===== src/rtl/core/grid_region_allocator_macros.svh =====
// Assertion macros for the grid region allocator.
// Used by files that assert; relies on clk and arst_n in the including scope.
`ifndef GRID_REGION_ALLOCATOR_MACROS_SVH
`define GRID_REGION_ALLOCATOR_MACROS_SVH

// Check a property on every rising clock edge outside reset.
`define GAR_ASSERT(lbl, prop, msg) \
	lbl: assert property (@(posedge clk) disable iff (!arst_n) prop) else $error(msg);

// Check that a condition leads to a consequence in the cycle after.
`define GAR_ASSERT_NEXT(lbl, ante, cons, msg) \
	lbl: assert property (@(posedge clk) disable iff (!arst_n) ante |=> cons) else $error(msg);

`endif


===== src/rtl/core/gar_pkg.sv =====
// Shared types and constants for the grid region allocator.
// No dependencies.
package gar_pkg;

	localparam int DEF_MAX_COLUMNS = 16;
	localparam int DEF_MAX_ROWS    = 16;

	// Width of coordinate sums; holds 64 + 31 with room to spare.
	localparam int CMP_W = 8;

	localparam logic [4:0] COLS_RESET = 5'd8;
	localparam logic [4:0] ROWS_RESET = 5'd8;

	localparam logic CFG_COLS = 1'b0;
	localparam logic CFG_ROWS = 1'b1;

	typedef enum logic [1:0] {
		OP_PLACE  = 2'd0,
		OP_REMOVE = 2'd1,
		OP_MOVE   = 2'd2
	} opcode_t;

	typedef enum logic [2:0] {
		ST_OK        = 3'd0,
		ST_BAD_SIZE  = 3'd1,
		ST_NO_ROOM   = 3'd2,
		ST_OCCUPIED  = 3'd3,
		ST_TILE_FREE = 3'd4
	} status_t;

endpackage


===== src/rtl/core/gar_if.sv =====
// Channel interfaces for the grid region allocator: request, response, config.
// Depends on nothing.
interface gar_req_if;
	logic       valid;
	logic       ready;
	logic [1:0] opcode;
	logic [7:0] item_id;
	logic [4:0] item_width;
	logic [4:0] item_height;
	logic [3:0] target_col;
	logic [3:0] target_row;
	modport source (output valid, opcode, item_id, item_width, item_height, target_col,
		target_row, input ready);
	modport sink (input valid, opcode, item_id, item_width, item_height, target_col,
		target_row, output ready);
endinterface

interface gar_rsp_if;
	logic       valid;
	logic       ready;
	logic       success;
	logic [2:0] status;
	logic [7:0] control_index;
	logic [7:0] freed_owner;
	modport source (output valid, success, status, control_index, freed_owner, input ready);
	modport sink (input valid, success, status, control_index, freed_owner, output ready);
endinterface

interface gar_cfg_if;
	logic       valid;
	logic       ready;
	logic       reg_index;
	logic [4:0] wdata;
	modport source (output valid, reg_index, wdata, input ready);
	modport sink (input valid, reg_index, wdata, output ready);
endinterface


===== src/rtl/core/gar_tile_ram.sv =====
// Owner store of the grid region allocator: one write port, one read port.
// Read data is registered. Depends on nothing.
module gar_tile_ram #(
	parameter int DEPTH = 256,
	parameter int AW    = 8
) (
	input  logic          clk,
	input  logic          we,
	input  logic [AW-1:0] waddr,
	input  logic [7:0]    wdata,
	input  logic          re,
	input  logic [AW-1:0] raddr,
	output logic [7:0]    rdata
);
	logic [7:0] mem [DEPTH];

	always_ff @(posedge clk) begin
		if (we) begin
			mem[waddr] <= wdata;
		end
		if (re) begin
			rdata <= mem[raddr];
		end
	end
endmodule


===== src/rtl/core/grid_region_allocator.sv =====
// First-fit rectangle allocator over a tile owner grid (top level).
// Depends on gar_pkg, gar_if, gar_tile_ram and grid_region_allocator_macros.svh.
//
//  channel | dir | beat carries
//  --------+-----+------------------------------------------------------------
//  req     | in  | opcode, item_id, item_width, item_height, target_col/row
//  rsp     | out | success, status, control_index, freed_owner
//  cfg     | in  | reg_index (0 columns, 1 rows), wdata
//
// One request at a time. A place tries each corner in turn, reads the tiles of its
// rectangle through the store's single read port, then claims the w*h tiles; a
// remove that finds an owner and a move that fits sweep all MAX_ROWS*MAX_COLUMNS
// entries once (one per cycle). After reset a clearing pass writes zero to all
// MAX_ROWS*MAX_COLUMNS entries, one a cycle, before the first request is taken.
// A request may be taken while the previous response still waits on rsp.
`include "grid_region_allocator_macros.svh"

module grid_region_allocator #(
	parameter int MAX_COLUMNS = gar_pkg::DEF_MAX_COLUMNS,
	parameter int MAX_ROWS    = gar_pkg::DEF_MAX_ROWS
) (
	input logic   clk,
	input logic   arst_n,
	gar_req_if.sink   req,
	gar_rsp_if.source rsp,
	gar_cfg_if.sink   cfg
);
	localparam int DEPTH = MAX_COLUMNS * MAX_ROWS;
	localparam int AW    = $clog2(DEPTH);
	localparam int XW    = $clog2(MAX_COLUMNS);
	localparam int YW    = $clog2(MAX_ROWS);
	localparam int CW    = gar_pkg::CMP_W;
	localparam logic [AW-1:0] LAST_ADDR = AW'(DEPTH - 1);
	localparam logic [CW-1:0] MAXC = CW'(MAX_COLUMNS);
	localparam logic [CW-1:0] MAXR = CW'(MAX_ROWS);

	typedef enum logic [3:0] {
		S_CLEAR, S_IDLE, S_CORNER, S_ADV, S_RD, S_EV, S_CLAIM,
		S_RM_RD, S_RM_EV, S_SWEEP, S_DONE
	} state_t;

	state_t state_q;

	// configuration
	logic [4:0] cols_cfg_q, rows_cfg_q;
	logic [CW-1:0] cols_eff, rows_eff;

	// request context
	gar_pkg::opcode_t op_q;
	logic [7:0] id_q, keep_q, owner_q;
	logic [4:0] w_q, h_q;
	logic [3:0] tc_q, tr_q;
	logic [CW-1:0] cols_q, rows_q;
	logic [XW-1:0] cx_q;
	logic [YW-1:0] cy_q;
	logic [4:0] dx_q, dy_q;

	// sweep and clear
	logic [AW-1:0] clr_q, sw_q, addr_s1;
	logic          sw_run_q, pend_s1;

	// result
	logic             res_ok_q;
	gar_pkg::status_t res_st_q;
	logic [7:0]       res_cidx_q, res_freed_q;
	logic             out_vld_q, out_ok_q;
	logic [2:0]       out_st_q;
	logic [7:0]       out_cidx_q, out_freed_q;

	// store ports
	logic          ram_we, ram_re;
	logic [AW-1:0] ram_waddr, ram_raddr;
	logic [7:0]    ram_wdata, ram_rdata;

	// rectangle tile under test or claim
	logic [CW-1:0] tx_sum, ty_sum;
	logic [AW-1:0] rect_addr, rm_addr;
	logic [CW-1:0] cx_next;
	logic          dx_last, dy_last, tile_bad;
	logic [15:0]   cidx_full;

	// request-side checks on the live beat
	logic [CW-1:0] req_cols, req_rows;
	logic          req_size_bad, req_mv_fit, req_rm_in;

	function automatic logic [CW-1:0] clamp_dim(input logic [4:0] v, input logic [CW-1:0] mx);
		logic [CW-1:0] ve;
		ve = CW'(v);
		if (ve == '0) begin
			return CW'(1);
		end
		if (ve > mx) begin
			return mx;
		end
		return ve;
	endfunction

	assign cols_eff = clamp_dim(cols_cfg_q, MAXC);
	assign rows_eff = clamp_dim(rows_cfg_q, MAXR);

	assign cfg.ready = 1'b1;

	always_ff @(posedge clk or negedge arst_n) begin
		if (!arst_n) begin
			cols_cfg_q <= gar_pkg::COLS_RESET;
			rows_cfg_q <= gar_pkg::ROWS_RESET;
		end else if (cfg.valid) begin
			unique case (cfg.reg_index)
				gar_pkg::CFG_COLS: cols_cfg_q <= cfg.wdata;
				gar_pkg::CFG_ROWS: rows_cfg_q <= cfg.wdata;
				default: ;
			endcase
		end
	end

	// Tile addressing: row-major over the full MAX_COLUMNS pitch.
	assign tx_sum    = CW'(cx_q) + CW'(dx_q);
	assign ty_sum    = CW'(cy_q) + CW'(dy_q);
	assign rect_addr = AW'(ty_sum[YW-1:0]) * AW'(MAX_COLUMNS) + AW'(tx_sum[XW-1:0]);
	assign rm_addr   = AW'(tr_q) * AW'(MAX_COLUMNS) + AW'(tc_q);
	assign cx_next   = CW'(cx_q) + CW'(1);
	assign dx_last   = (dx_q + 5'd1) == w_q;
	assign dy_last   = (dy_q + 5'd1) == h_q;
	assign tile_bad  = (ram_rdata != 8'd0) && (ram_rdata != keep_q);
	assign cidx_full = 16'(cy_q) * 16'(cols_q) + 16'(cx_q);

	assign req_cols     = cols_eff;
	assign req_rows     = rows_eff;
	assign req_size_bad = (req.item_width == 5'd0) || (req.item_height == 5'd0) ||
		(req.item_id == 8'd0);
	assign req_mv_fit   = (CW'(req.target_col) + CW'(req.item_width) <= req_cols) &&
		(CW'(req.target_row) + CW'(req.item_height) <= req_rows);
	assign req_rm_in    = (CW'(req.target_col) < req_cols) && (CW'(req.target_row) < req_rows);

	assign req.ready = (state_q == S_IDLE);

	// Store port steering.
	always_comb begin
		ram_we    = 1'b0;
		ram_waddr = rect_addr;
		ram_wdata = id_q;
		ram_re    = 1'b0;
		ram_raddr = rect_addr;
		unique case (state_q)
			S_CLEAR: begin
				ram_we    = 1'b1;
				ram_waddr = clr_q;
				ram_wdata = 8'd0;
			end
			S_RD: begin
				ram_re = 1'b1;
			end
			S_RM_RD: begin
				ram_re    = 1'b1;
				ram_raddr = rm_addr;
			end
			S_SWEEP: begin
				ram_re    = sw_run_q;
				ram_raddr = sw_q;
				ram_we    = pend_s1 && (ram_rdata == owner_q);
				ram_waddr = addr_s1;
				ram_wdata = 8'd0;
			end
			S_CLAIM: begin
				ram_we = 1'b1;
			end
			default: ;
		endcase
	end

	gar_tile_ram #(
		.DEPTH(DEPTH),
		.AW   (AW)
	) u_ram (
		.clk  (clk),
		.we   (ram_we),
		.waddr(ram_waddr),
		.wdata(ram_wdata),
		.re   (ram_re),
		.raddr(ram_raddr),
		.rdata(ram_rdata)
	);

	always_ff @(posedge clk or negedge arst_n) begin
		if (!arst_n) begin
			state_q   <= S_CLEAR;
			clr_q     <= '0;
			sw_run_q  <= 1'b0;
			pend_s1   <= 1'b0;
			out_vld_q <= 1'b0;
		end else begin
			// drop the beat once taken, unless a new one is loaded below
			if (rsp.ready && (state_q != S_DONE)) begin
				out_vld_q <= 1'b0;
			end
			unique case (state_q)
				S_CLEAR: begin
					clr_q <= clr_q + AW'(1);
					if (clr_q == LAST_ADDR) begin
						state_q <= S_IDLE;
					end
				end
				S_IDLE: begin
					if (req.valid) begin
						op_q        <= gar_pkg::opcode_t'(req.opcode);
						id_q        <= req.item_id;
						w_q         <= req.item_width;
						h_q         <= req.item_height;
						tc_q        <= req.target_col;
						tr_q        <= req.target_row;
						cols_q      <= req_cols;
						rows_q      <= req_rows;
						dx_q        <= '0;
						dy_q        <= '0;
						res_ok_q    <= 1'b0;
						res_cidx_q  <= 8'd0;
						res_freed_q <= 8'd0;
						res_st_q    <= gar_pkg::ST_BAD_SIZE;
						state_q     <= S_DONE;
						case (req.opcode)
							gar_pkg::OP_PLACE: begin
								if (!req_size_bad) begin
									cx_q    <= '0;
									cy_q    <= '0;
									keep_q  <= 8'd0;
									state_q <= S_CORNER;
								end
							end
							gar_pkg::OP_REMOVE: begin
								if (req_rm_in) begin
									state_q <= S_RM_RD;
								end else begin
									res_st_q <= gar_pkg::ST_NO_ROOM;
								end
							end
							gar_pkg::OP_MOVE: begin
								if (!req_size_bad) begin
									if (req_mv_fit) begin
										cx_q    <= XW'(req.target_col);
										cy_q    <= YW'(req.target_row);
										keep_q  <= req.item_id;
										state_q <= S_RD;
									end else begin
										res_st_q <= gar_pkg::ST_NO_ROOM;
									end
								end
							end
							default: ;
						endcase
					end
				end
				S_CORNER: begin
					// skip corners whose rectangle leaves the grid
					dx_q <= '0;
					dy_q <= '0;
					if ((CW'(cx_q) + CW'(w_q) <= cols_q) && (CW'(cy_q) + CW'(h_q) <= rows_q)) begin
						state_q <= S_RD;
					end else begin
						state_q <= S_ADV;
					end
				end
				S_ADV: begin
					state_q <= S_CORNER;
					if (cx_next < cols_q) begin
						cx_q <= cx_next[XW-1:0];
					end else begin
						cx_q <= '0;
						if (CW'(cy_q) + CW'(1) < rows_q) begin
							cy_q <= cy_q + YW'(1);
						end else begin
							res_st_q <= gar_pkg::ST_NO_ROOM;
							state_q  <= S_DONE;
						end
					end
				end
				S_RD: begin
					state_q <= S_EV;
				end
				S_EV: begin
					if (tile_bad) begin
						if (op_q == gar_pkg::OP_PLACE) begin
							state_q <= S_ADV;
						end else begin
							res_st_q <= gar_pkg::ST_OCCUPIED;
							state_q  <= S_DONE;
						end
					end else if (!dx_last) begin
						dx_q    <= dx_q + 5'd1;
						state_q <= S_RD;
					end else if (!dy_last) begin
						dx_q    <= '0;
						dy_q    <= dy_q + 5'd1;
						state_q <= S_RD;
					end else begin
						// rectangle is good: free the mover's old tiles first
						dx_q <= '0;
						dy_q <= '0;
						if (op_q == gar_pkg::OP_MOVE) begin
							owner_q  <= id_q;
							sw_q     <= '0;
							sw_run_q <= 1'b1;
							pend_s1  <= 1'b0;
							state_q  <= S_SWEEP;
						end else begin
							state_q <= S_CLAIM;
						end
					end
				end
				S_CLAIM: begin
					if (!dx_last) begin
						dx_q <= dx_q + 5'd1;
					end else if (!dy_last) begin
						dx_q <= '0;
						dy_q <= dy_q + 5'd1;
					end else begin
						res_ok_q   <= 1'b1;
						res_st_q   <= gar_pkg::ST_OK;
						res_cidx_q <= cidx_full[7:0];
						state_q    <= S_DONE;
					end
				end
				S_RM_RD: begin
					state_q <= S_RM_EV;
				end
				S_RM_EV: begin
					if (ram_rdata == 8'd0) begin
						res_st_q <= gar_pkg::ST_TILE_FREE;
						state_q  <= S_DONE;
					end else begin
						owner_q     <= ram_rdata;
						res_freed_q <= ram_rdata;
						sw_q        <= '0;
						sw_run_q    <= 1'b1;
						pend_s1     <= 1'b0;
						state_q     <= S_SWEEP;
					end
				end
				S_SWEEP: begin
					// read one entry a cycle, clear the previous one on a match
					pend_s1 <= sw_run_q;
					addr_s1 <= sw_q;
					if (sw_run_q) begin
						if (sw_q == LAST_ADDR) begin
							sw_run_q <= 1'b0;
						end else begin
							sw_q <= sw_q + AW'(1);
						end
					end else if (pend_s1) begin
						if (op_q == gar_pkg::OP_MOVE) begin
							state_q <= S_CLAIM;
						end else begin
							res_ok_q <= 1'b1;
							res_st_q <= gar_pkg::ST_OK;
							state_q  <= S_DONE;
						end
					end
				end
				S_DONE: begin
					// hold until the response register is free
					if (!out_vld_q || rsp.ready) begin
						out_vld_q   <= 1'b1;
						out_ok_q    <= res_ok_q;
						out_st_q    <= res_st_q;
						out_cidx_q  <= res_cidx_q;
						out_freed_q <= res_freed_q;
						state_q     <= S_IDLE;
					end
				end
				default: state_q <= S_IDLE;
			endcase
		end
	end

	assign rsp.valid         = out_vld_q;
	assign rsp.success       = out_ok_q;
	assign rsp.status        = out_st_q;
	assign rsp.control_index = out_cidx_q;
	assign rsp.freed_owner   = out_freed_q;

	`GAR_ASSERT(a_no_write_idle, (state_q == S_IDLE) |-> !ram_we, "store written while idle")
	`GAR_ASSERT(a_ok_matches, rsp.valid |-> (rsp.success == (rsp.status == gar_pkg::ST_OK)), "success disagrees with status")
	`GAR_ASSERT_NEXT(a_done_emits, (state_q == S_DONE) && (!out_vld_q || rsp.ready), rsp.valid && (state_q == S_IDLE), "finished item not presented")
	`GAR_ASSERT(a_claim_owner, (state_q == S_CLAIM) |-> (id_q != 8'd0), "claiming with owner zero")

endmodule

===== src/flat_wrapper.sv =====
// flat-port wrapper written by rule: the top's interface ports become plain ports
module grid_region_allocator_flat 
#(
	parameter int MAX_COLUMNS = gar_pkg::DEF_MAX_COLUMNS,
	parameter int MAX_ROWS    = gar_pkg::DEF_MAX_ROWS
)
  (clk, arst_n, req_valid, req_opcode, req_item_id, req_item_width, req_item_height, req_target_col, req_target_row, req_ready, rsp_valid, rsp_success, rsp_status, rsp_control_index, rsp_freed_owner, rsp_ready, cfg_valid, cfg_reg_index, cfg_wdata, cfg_ready);
  gar_req_if req_i ();
  gar_rsp_if rsp_i ();
  gar_cfg_if cfg_i ();
  input logic clk;
  input logic arst_n;
  input wire logic [$bits(req_i.valid)-1:0] req_valid;
  input wire logic [$bits(req_i.opcode)-1:0] req_opcode;
  input wire logic [$bits(req_i.item_id)-1:0] req_item_id;
  input wire logic [$bits(req_i.item_width)-1:0] req_item_width;
  input wire logic [$bits(req_i.item_height)-1:0] req_item_height;
  input wire logic [$bits(req_i.target_col)-1:0] req_target_col;
  input wire logic [$bits(req_i.target_row)-1:0] req_target_row;
  output wire logic [$bits(req_i.ready)-1:0] req_ready;
  output wire logic [$bits(rsp_i.valid)-1:0] rsp_valid;
  output wire logic [$bits(rsp_i.success)-1:0] rsp_success;
  output wire logic [$bits(rsp_i.status)-1:0] rsp_status;
  output wire logic [$bits(rsp_i.control_index)-1:0] rsp_control_index;
  output wire logic [$bits(rsp_i.freed_owner)-1:0] rsp_freed_owner;
  input wire logic [$bits(rsp_i.ready)-1:0] rsp_ready;
  input wire logic [$bits(cfg_i.valid)-1:0] cfg_valid;
  input wire logic [$bits(cfg_i.reg_index)-1:0] cfg_reg_index;
  input wire logic [$bits(cfg_i.wdata)-1:0] cfg_wdata;
  output wire logic [$bits(cfg_i.ready)-1:0] cfg_ready;
  assign req_i.valid = req_valid;
  assign req_i.opcode = req_opcode;
  assign req_i.item_id = req_item_id;
  assign req_i.item_width = req_item_width;
  assign req_i.item_height = req_item_height;
  assign req_i.target_col = req_target_col;
  assign req_i.target_row = req_target_row;
  assign req_ready = req_i.ready;
  assign rsp_valid = rsp_i.valid;
  assign rsp_success = rsp_i.success;
  assign rsp_status = rsp_i.status;
  assign rsp_control_index = rsp_i.control_index;
  assign rsp_freed_owner = rsp_i.freed_owner;
  assign rsp_i.ready = rsp_ready;
  assign cfg_i.valid = cfg_valid;
  assign cfg_i.reg_index = cfg_reg_index;
  assign cfg_i.wdata = cfg_wdata;
  assign cfg_ready = cfg_i.ready;
  grid_region_allocator #(.MAX_COLUMNS(MAX_COLUMNS), .MAX_ROWS(MAX_ROWS)) u_core (.clk(clk), .arst_n(arst_n), .req(req_i), .rsp(rsp_i), .cfg(cfg_i));
endmodule

===== config.mk =====
export PLATFORM = sky130hd
export DESIGN_NAME = grid_region_allocator_flat
export DESIGN_NICKNAME = d
export VERILOG_FILES = /design/src/rtl/core/gar_pkg.sv /design/src/rtl/core/gar_if.sv /design/src/rtl/core/gar_tile_ram.sv /design/src/rtl/core/grid_region_allocator.sv /design/src/flat_wrapper.sv
export VERILOG_INCLUDE_DIRS = /design/src /design/src/rtl/core
export SDC_FILE = /design/constraint.sdc
export NUM_CORES = 2
export LEC_CHECK = 0
export BUFFER_PORTS_ARGS = -buffer_cell sky130_fd_sc_hd__clkbuf_2
export CAP_MARGIN = 5
export CORE_MARGIN = 8
export CORE_UTILIZATION = 30
export CTS_CLUSTER_SIZE = 25
export DETAILED_ROUTE_END_ITERATION = 10
export PLACE_DENSITY = 0.46
export SLEW_MARGIN = 20
export SYNTH_ARGS = -nofsm -noshare
export SYNTH_HDL_FRONTEND = slang
export SYNTH_SLANG_ARGS = --single-unit
export TNS_END_PERCENT = 1

===== constraint.sdc =====
create_clock -name clk -period 6.12 [get_ports clk]
set_clock_uncertainty 0.2 [all_clocks]
set_input_delay 0.306 -clock clk [delete_from_list [all_inputs] [get_ports clk]]
set_output_delay 0.306 -clock clk [all_outputs]
set_load 0.01 [all_outputs]

==> reports/metrics.csv <==
stage,metric,value,unit
pwr,LEAKAGE,33.5,nW
worst_setup_path,required time worst endpoint,6510,ps
floorplanning,Core Box Area,296000,um2
worst_setup_path,Reg2Reg Setup Slack,520,ps
worst_setup_path,"Slowest-stage cell, CP",nor4_1,
placed_design,RePlAce Congestion,0.821,
synthesis,post-synthesis sequential area ratio,0.743,
route,post-DR wirelength/cell,28.3,um
finish,post-route core utilization,0.352,
route,vias per cell,5.14,
route,routed wire length,267000,um
synthesis,Synth Register Bits,2209,
placed_design,Buffers on Ports,60,
floorplanning,Die Width,561,um
timing,Final Setup Violations,0,
synthesis,Gate Count Post-Synth,4887,
global_routing,total gr overflow,0,
timing,final setup TNS,0,ps
job,MaxCap Viol Count,0,
floorplanning,Die Ht,561,um
timing,max-slew violations,0,
hold_path,worst hold path class,input port to flip-flop,
worst_setup_path,Crit Path Category,flip-flop to flip-flop,
synthesis,Yosys Warn Count,0,
clocking,CTS tree,done,
synthesis,Syn Area/Cell,18.2,um2
floorplanning,initial core utilization,0.301,
pwr,Worst VDD drop,650,uV
worst_setup_path,Bufs and invs on worst path,3,
worst_setup_path,crit-path cells,and4bb_1 -> or3_4 -> nand2_8 -> buf_12 -> buf_4 -> buf_4 -> mux4_2 -> a22oi_1 -> a21oi_1 -> nor4_1 -> nor4_1,
timing,"Hold Vio Cnt, Final",0,
floorplanning,IO Count,62,
clocking,CTS Buffer Depth,4,
global_routing,global-route wire length before repair,378000,um
clocking,root buffer cell,clkbuf_16,
route,Iter 0 DRT Violations,5216,
worst_setup_path,CP Capture Type,flip-flop,
timing,Worst Max-Slew Pin Slew,1130,ps
global_routing,vias in the first global route,49149,
synthesis,Post-synth top flop,edfxtp_1,
floorplanning,Die ar.,315000,um2
synthesis,Post-synth EDFFs,2184,
worst_setup_path,crit path max fanout,45,
pwr,Pwr per Cell Area,508,nW/um2
floorplanning,# rows,200,
placed_design,Detailed Place HPWL,165000,um
synthesis,post-synth cell types,78,
clocking,H-tree depth reported by CTS,4,
route,Residual DRC,0,
outcome,outcome,completed,
route,DR vias,48519,
global_routing,gr usage total,0.164,
finish,Area growth syn-to-layout,17.1,%
route,DRT antenna net count,0,
worst_setup_path,Top delay family on crit path,simple AND/OR/NAND/NOR gates,
timing,period utilization,0.915,
worst_setup_path,startpoint types,flip-flop,
route,DR pass1 iterations,5,
timing,RSZ-0062 raised after global routing,no,
timing,post-layout minimum cycle time,5600,ps
global_routing,largest net degree at the start of global routing,169,
worst_setup_path,Crit path arrival time,6000,ps
worst_setup_path,Worst path max stage delay,860,ps
clocking,Worst-path clk slew,60,ps
timing,Slew headroom,0.244,
finish,Layout fillers,27886,
clocking,worst skew pair latency,900,ps
synthesis,Mapped Nets,5023,
synthesis,Mapped Area,89100,um2
finish,nets@finish,5441,
global_routing,initial antenna violation count,13,
clocking,Clock Sinks,2209,
timing,FMAX,179,MHz
finish,share of layout cells above drive strength 1,0.226,
clocking,total CTS buffers,240,
synthesis,ys async rst share,0.0113,
[final cells by class]
type,instances,area (um2),area share
Antenna cell,5,12.5,0.000120
Sequential cell,2209,66200,0.634
Tap cell,3939,4930,0.0472
Timing Repair Buffer,472,4010,0.0384
Clock inverter,148,1400,0.0134
Inverter,64,240,0.00230
Clock buffer,282,6200,0.0594
Multi-Input combinational cell,2318,21400,0.205
[report_power, final]
part	switching (W)	internal (W)
clock	0.00602	0.00821
combinational	0.0135	0.00670
sequential	0.000294	0.0183
[worst paths after layout]
check                                      start                   endpoint  depth (start not counted)
min in group asynchronous                 arst_n       u_core.rows_cfg_q[1]                          4
max                            u_core.state_q[2]      u_core.u_ram.rdata[0]                         11
min                               req_item_id[1]             u_core.id_q[1]                          2
max reg2reg                    u_core.state_q[2]      u_core.u_ram.rdata[0]                         11
max in group asynchronous                 arst_n            u_core.clr_q[6]                          4
min reg2reg                u_core.res_freed_q[3]  u_core.rsp.freed_owner[3]                          0
[state kept, by name, indices dropped and copies added (netlist names), 5 cells and up]
| name | count |
|---|---|
| u_core.u_ram.mem | 2048 |
| u_core.owner_q | 8 |
| u_core.w_q | 5 |
| u_core.addr_s1 | 8 |
| u_core.rows_q | 5 |
| u_core.cols_cfg_q | 5 |
| u_core.rsp.freed_owner | 8 |
| u_core.u_ram.rdata | 8 |
| u_core.res_cidx_q | 8 |
| u_core.sw_q | 8 |
| u_core.rows_cfg_q | 5 |
| u_core.clr_q | 8 |
| u_core.h_q | 5 |
| u_core.cols_q | 5 |
| u_core.dy_q | 5 |
| u_core.id_q | 8 |
| u_core.keep_q | 8 |
| u_core.rsp.control_index | 8 |
| u_core.res_freed_q | 8 |
| u_core.dx_q | 5 |
[logic make-up after synthesis]
family | Yosys count | synth area share
DFF | 2209 | 0.743
xor gates and xnor gates | 74 | 0.00795
adders and majority gates | 97 | 0.0148
muxes | 472 | 0.110
and+or+nand+nor | 1008 | 0.0526
buffers and inverters | 361 | 0.0200
AOI/OAI and AO/OA | 665 | 0.0517
other | 1 | 0.0000421
[routing by layer]
metal,GRT usage,share of wire
met5,0,0.000049
met4,0.0398,0.024
met3,0.0301,0.069
met2,0.257,0.46
met1,0.236,0.45
[synth_stat cells (7+ instances only)]
master | instances | area, um2
xor2_1 | 30 | 263
nand2b_1 | 11 | 68.8
mux2i_1 | 50 | 500
edfxtp_1 | 2184 | 65600
nand3_1 | 104 | 521
mux2_2 | 18 | 203
a221oi_1 | 7 | 61.3
o221ai_1 | 10 | 87.6
o21a_1 | 12 | 90.1
a21o_1 | 15 | 113
o21ai_0 | 45 | 225
buf_2 | 84 | 420
xnor2_1 | 40 | 350
ha_1 | 83 | 1040
dfrtp_1 | 23 | 576
a211oi_1 | 105 | 788
nor2_1 | 331 | 1240
a22oi_1 | 216 | 1620
nor4_1 | 50 | 313
buf_6 | 13 | 146
and3_1 | 82 | 513
nand2_1 | 293 | 1100
and2_1 | 45 | 282
inv_1 | 64 | 240
fa_1 | 14 | 280
clkbuf_1 | 124 | 465
nor2b_1 | 21 | 131
nor3_1 | 10 | 50.1
o211ai_1 | 24 | 180
mux4_2 | 404 | 9100
o22ai_1 | 10 | 62.6
nand4_1 | 31 | 194
buf_1 | 15 | 56.3
a21oi_1 | 129 | 646
a31oi_1 | 28 | 175
buf_4 | 60 | 450
a311oi_1 | 23 | 201
[cells in the final DEF, fill, tap and decap left out, drive strengths merged, types with 16 or more instances in the layout]
master,count
nand4,31
clkbuf,342
a22oi,217
and2,45
nor4,50
nor2,333
buf,365
clkinv,107
mux4,404
o21ai,48
a311oi,23
edfxtp,2184
nand3,104
dlygate4sd3,47
nand2,294
mux2i,50
xor2,30
and3,82
ha,83
dfrtp,23
a31oi,28
inv,71
a21oi,130
nor2b,21
a21o,16
mux2,18
bufinv,24
a211oi,105
o211ai,24
xnor2,40
[stage by stage]
step | worst slack, ps | power [W] | instances | instance area (um2) | hold slack [ps]
4_1_cts | 126 | 0.0535 | 9421 | 104000 | 0.553
3_5_place_dp | 98.7 | 0.0391 | 8944 | 96200 | 182
5_1_grt | 336 | 0.0550 | 9434 | 104000 | 50.3
2_1_floorplan | 643 | 0.0306 | 4887 | 89100 | -190
6_report | 519 | 0.0530 | 9437 | 104000 | 64.5
3_3_place_gp | 107 | 0.0391 | 8943 | 96100 | 178
[timing repair]
action                                  CTS  global route
resized for setup                         0             4
endpoints found under the hold margin    94             0
hold buffers                             47             0
setup buffers                             0            10
endpoints found under the setup margin    0             1
Power figures use the tool's default switching activity.
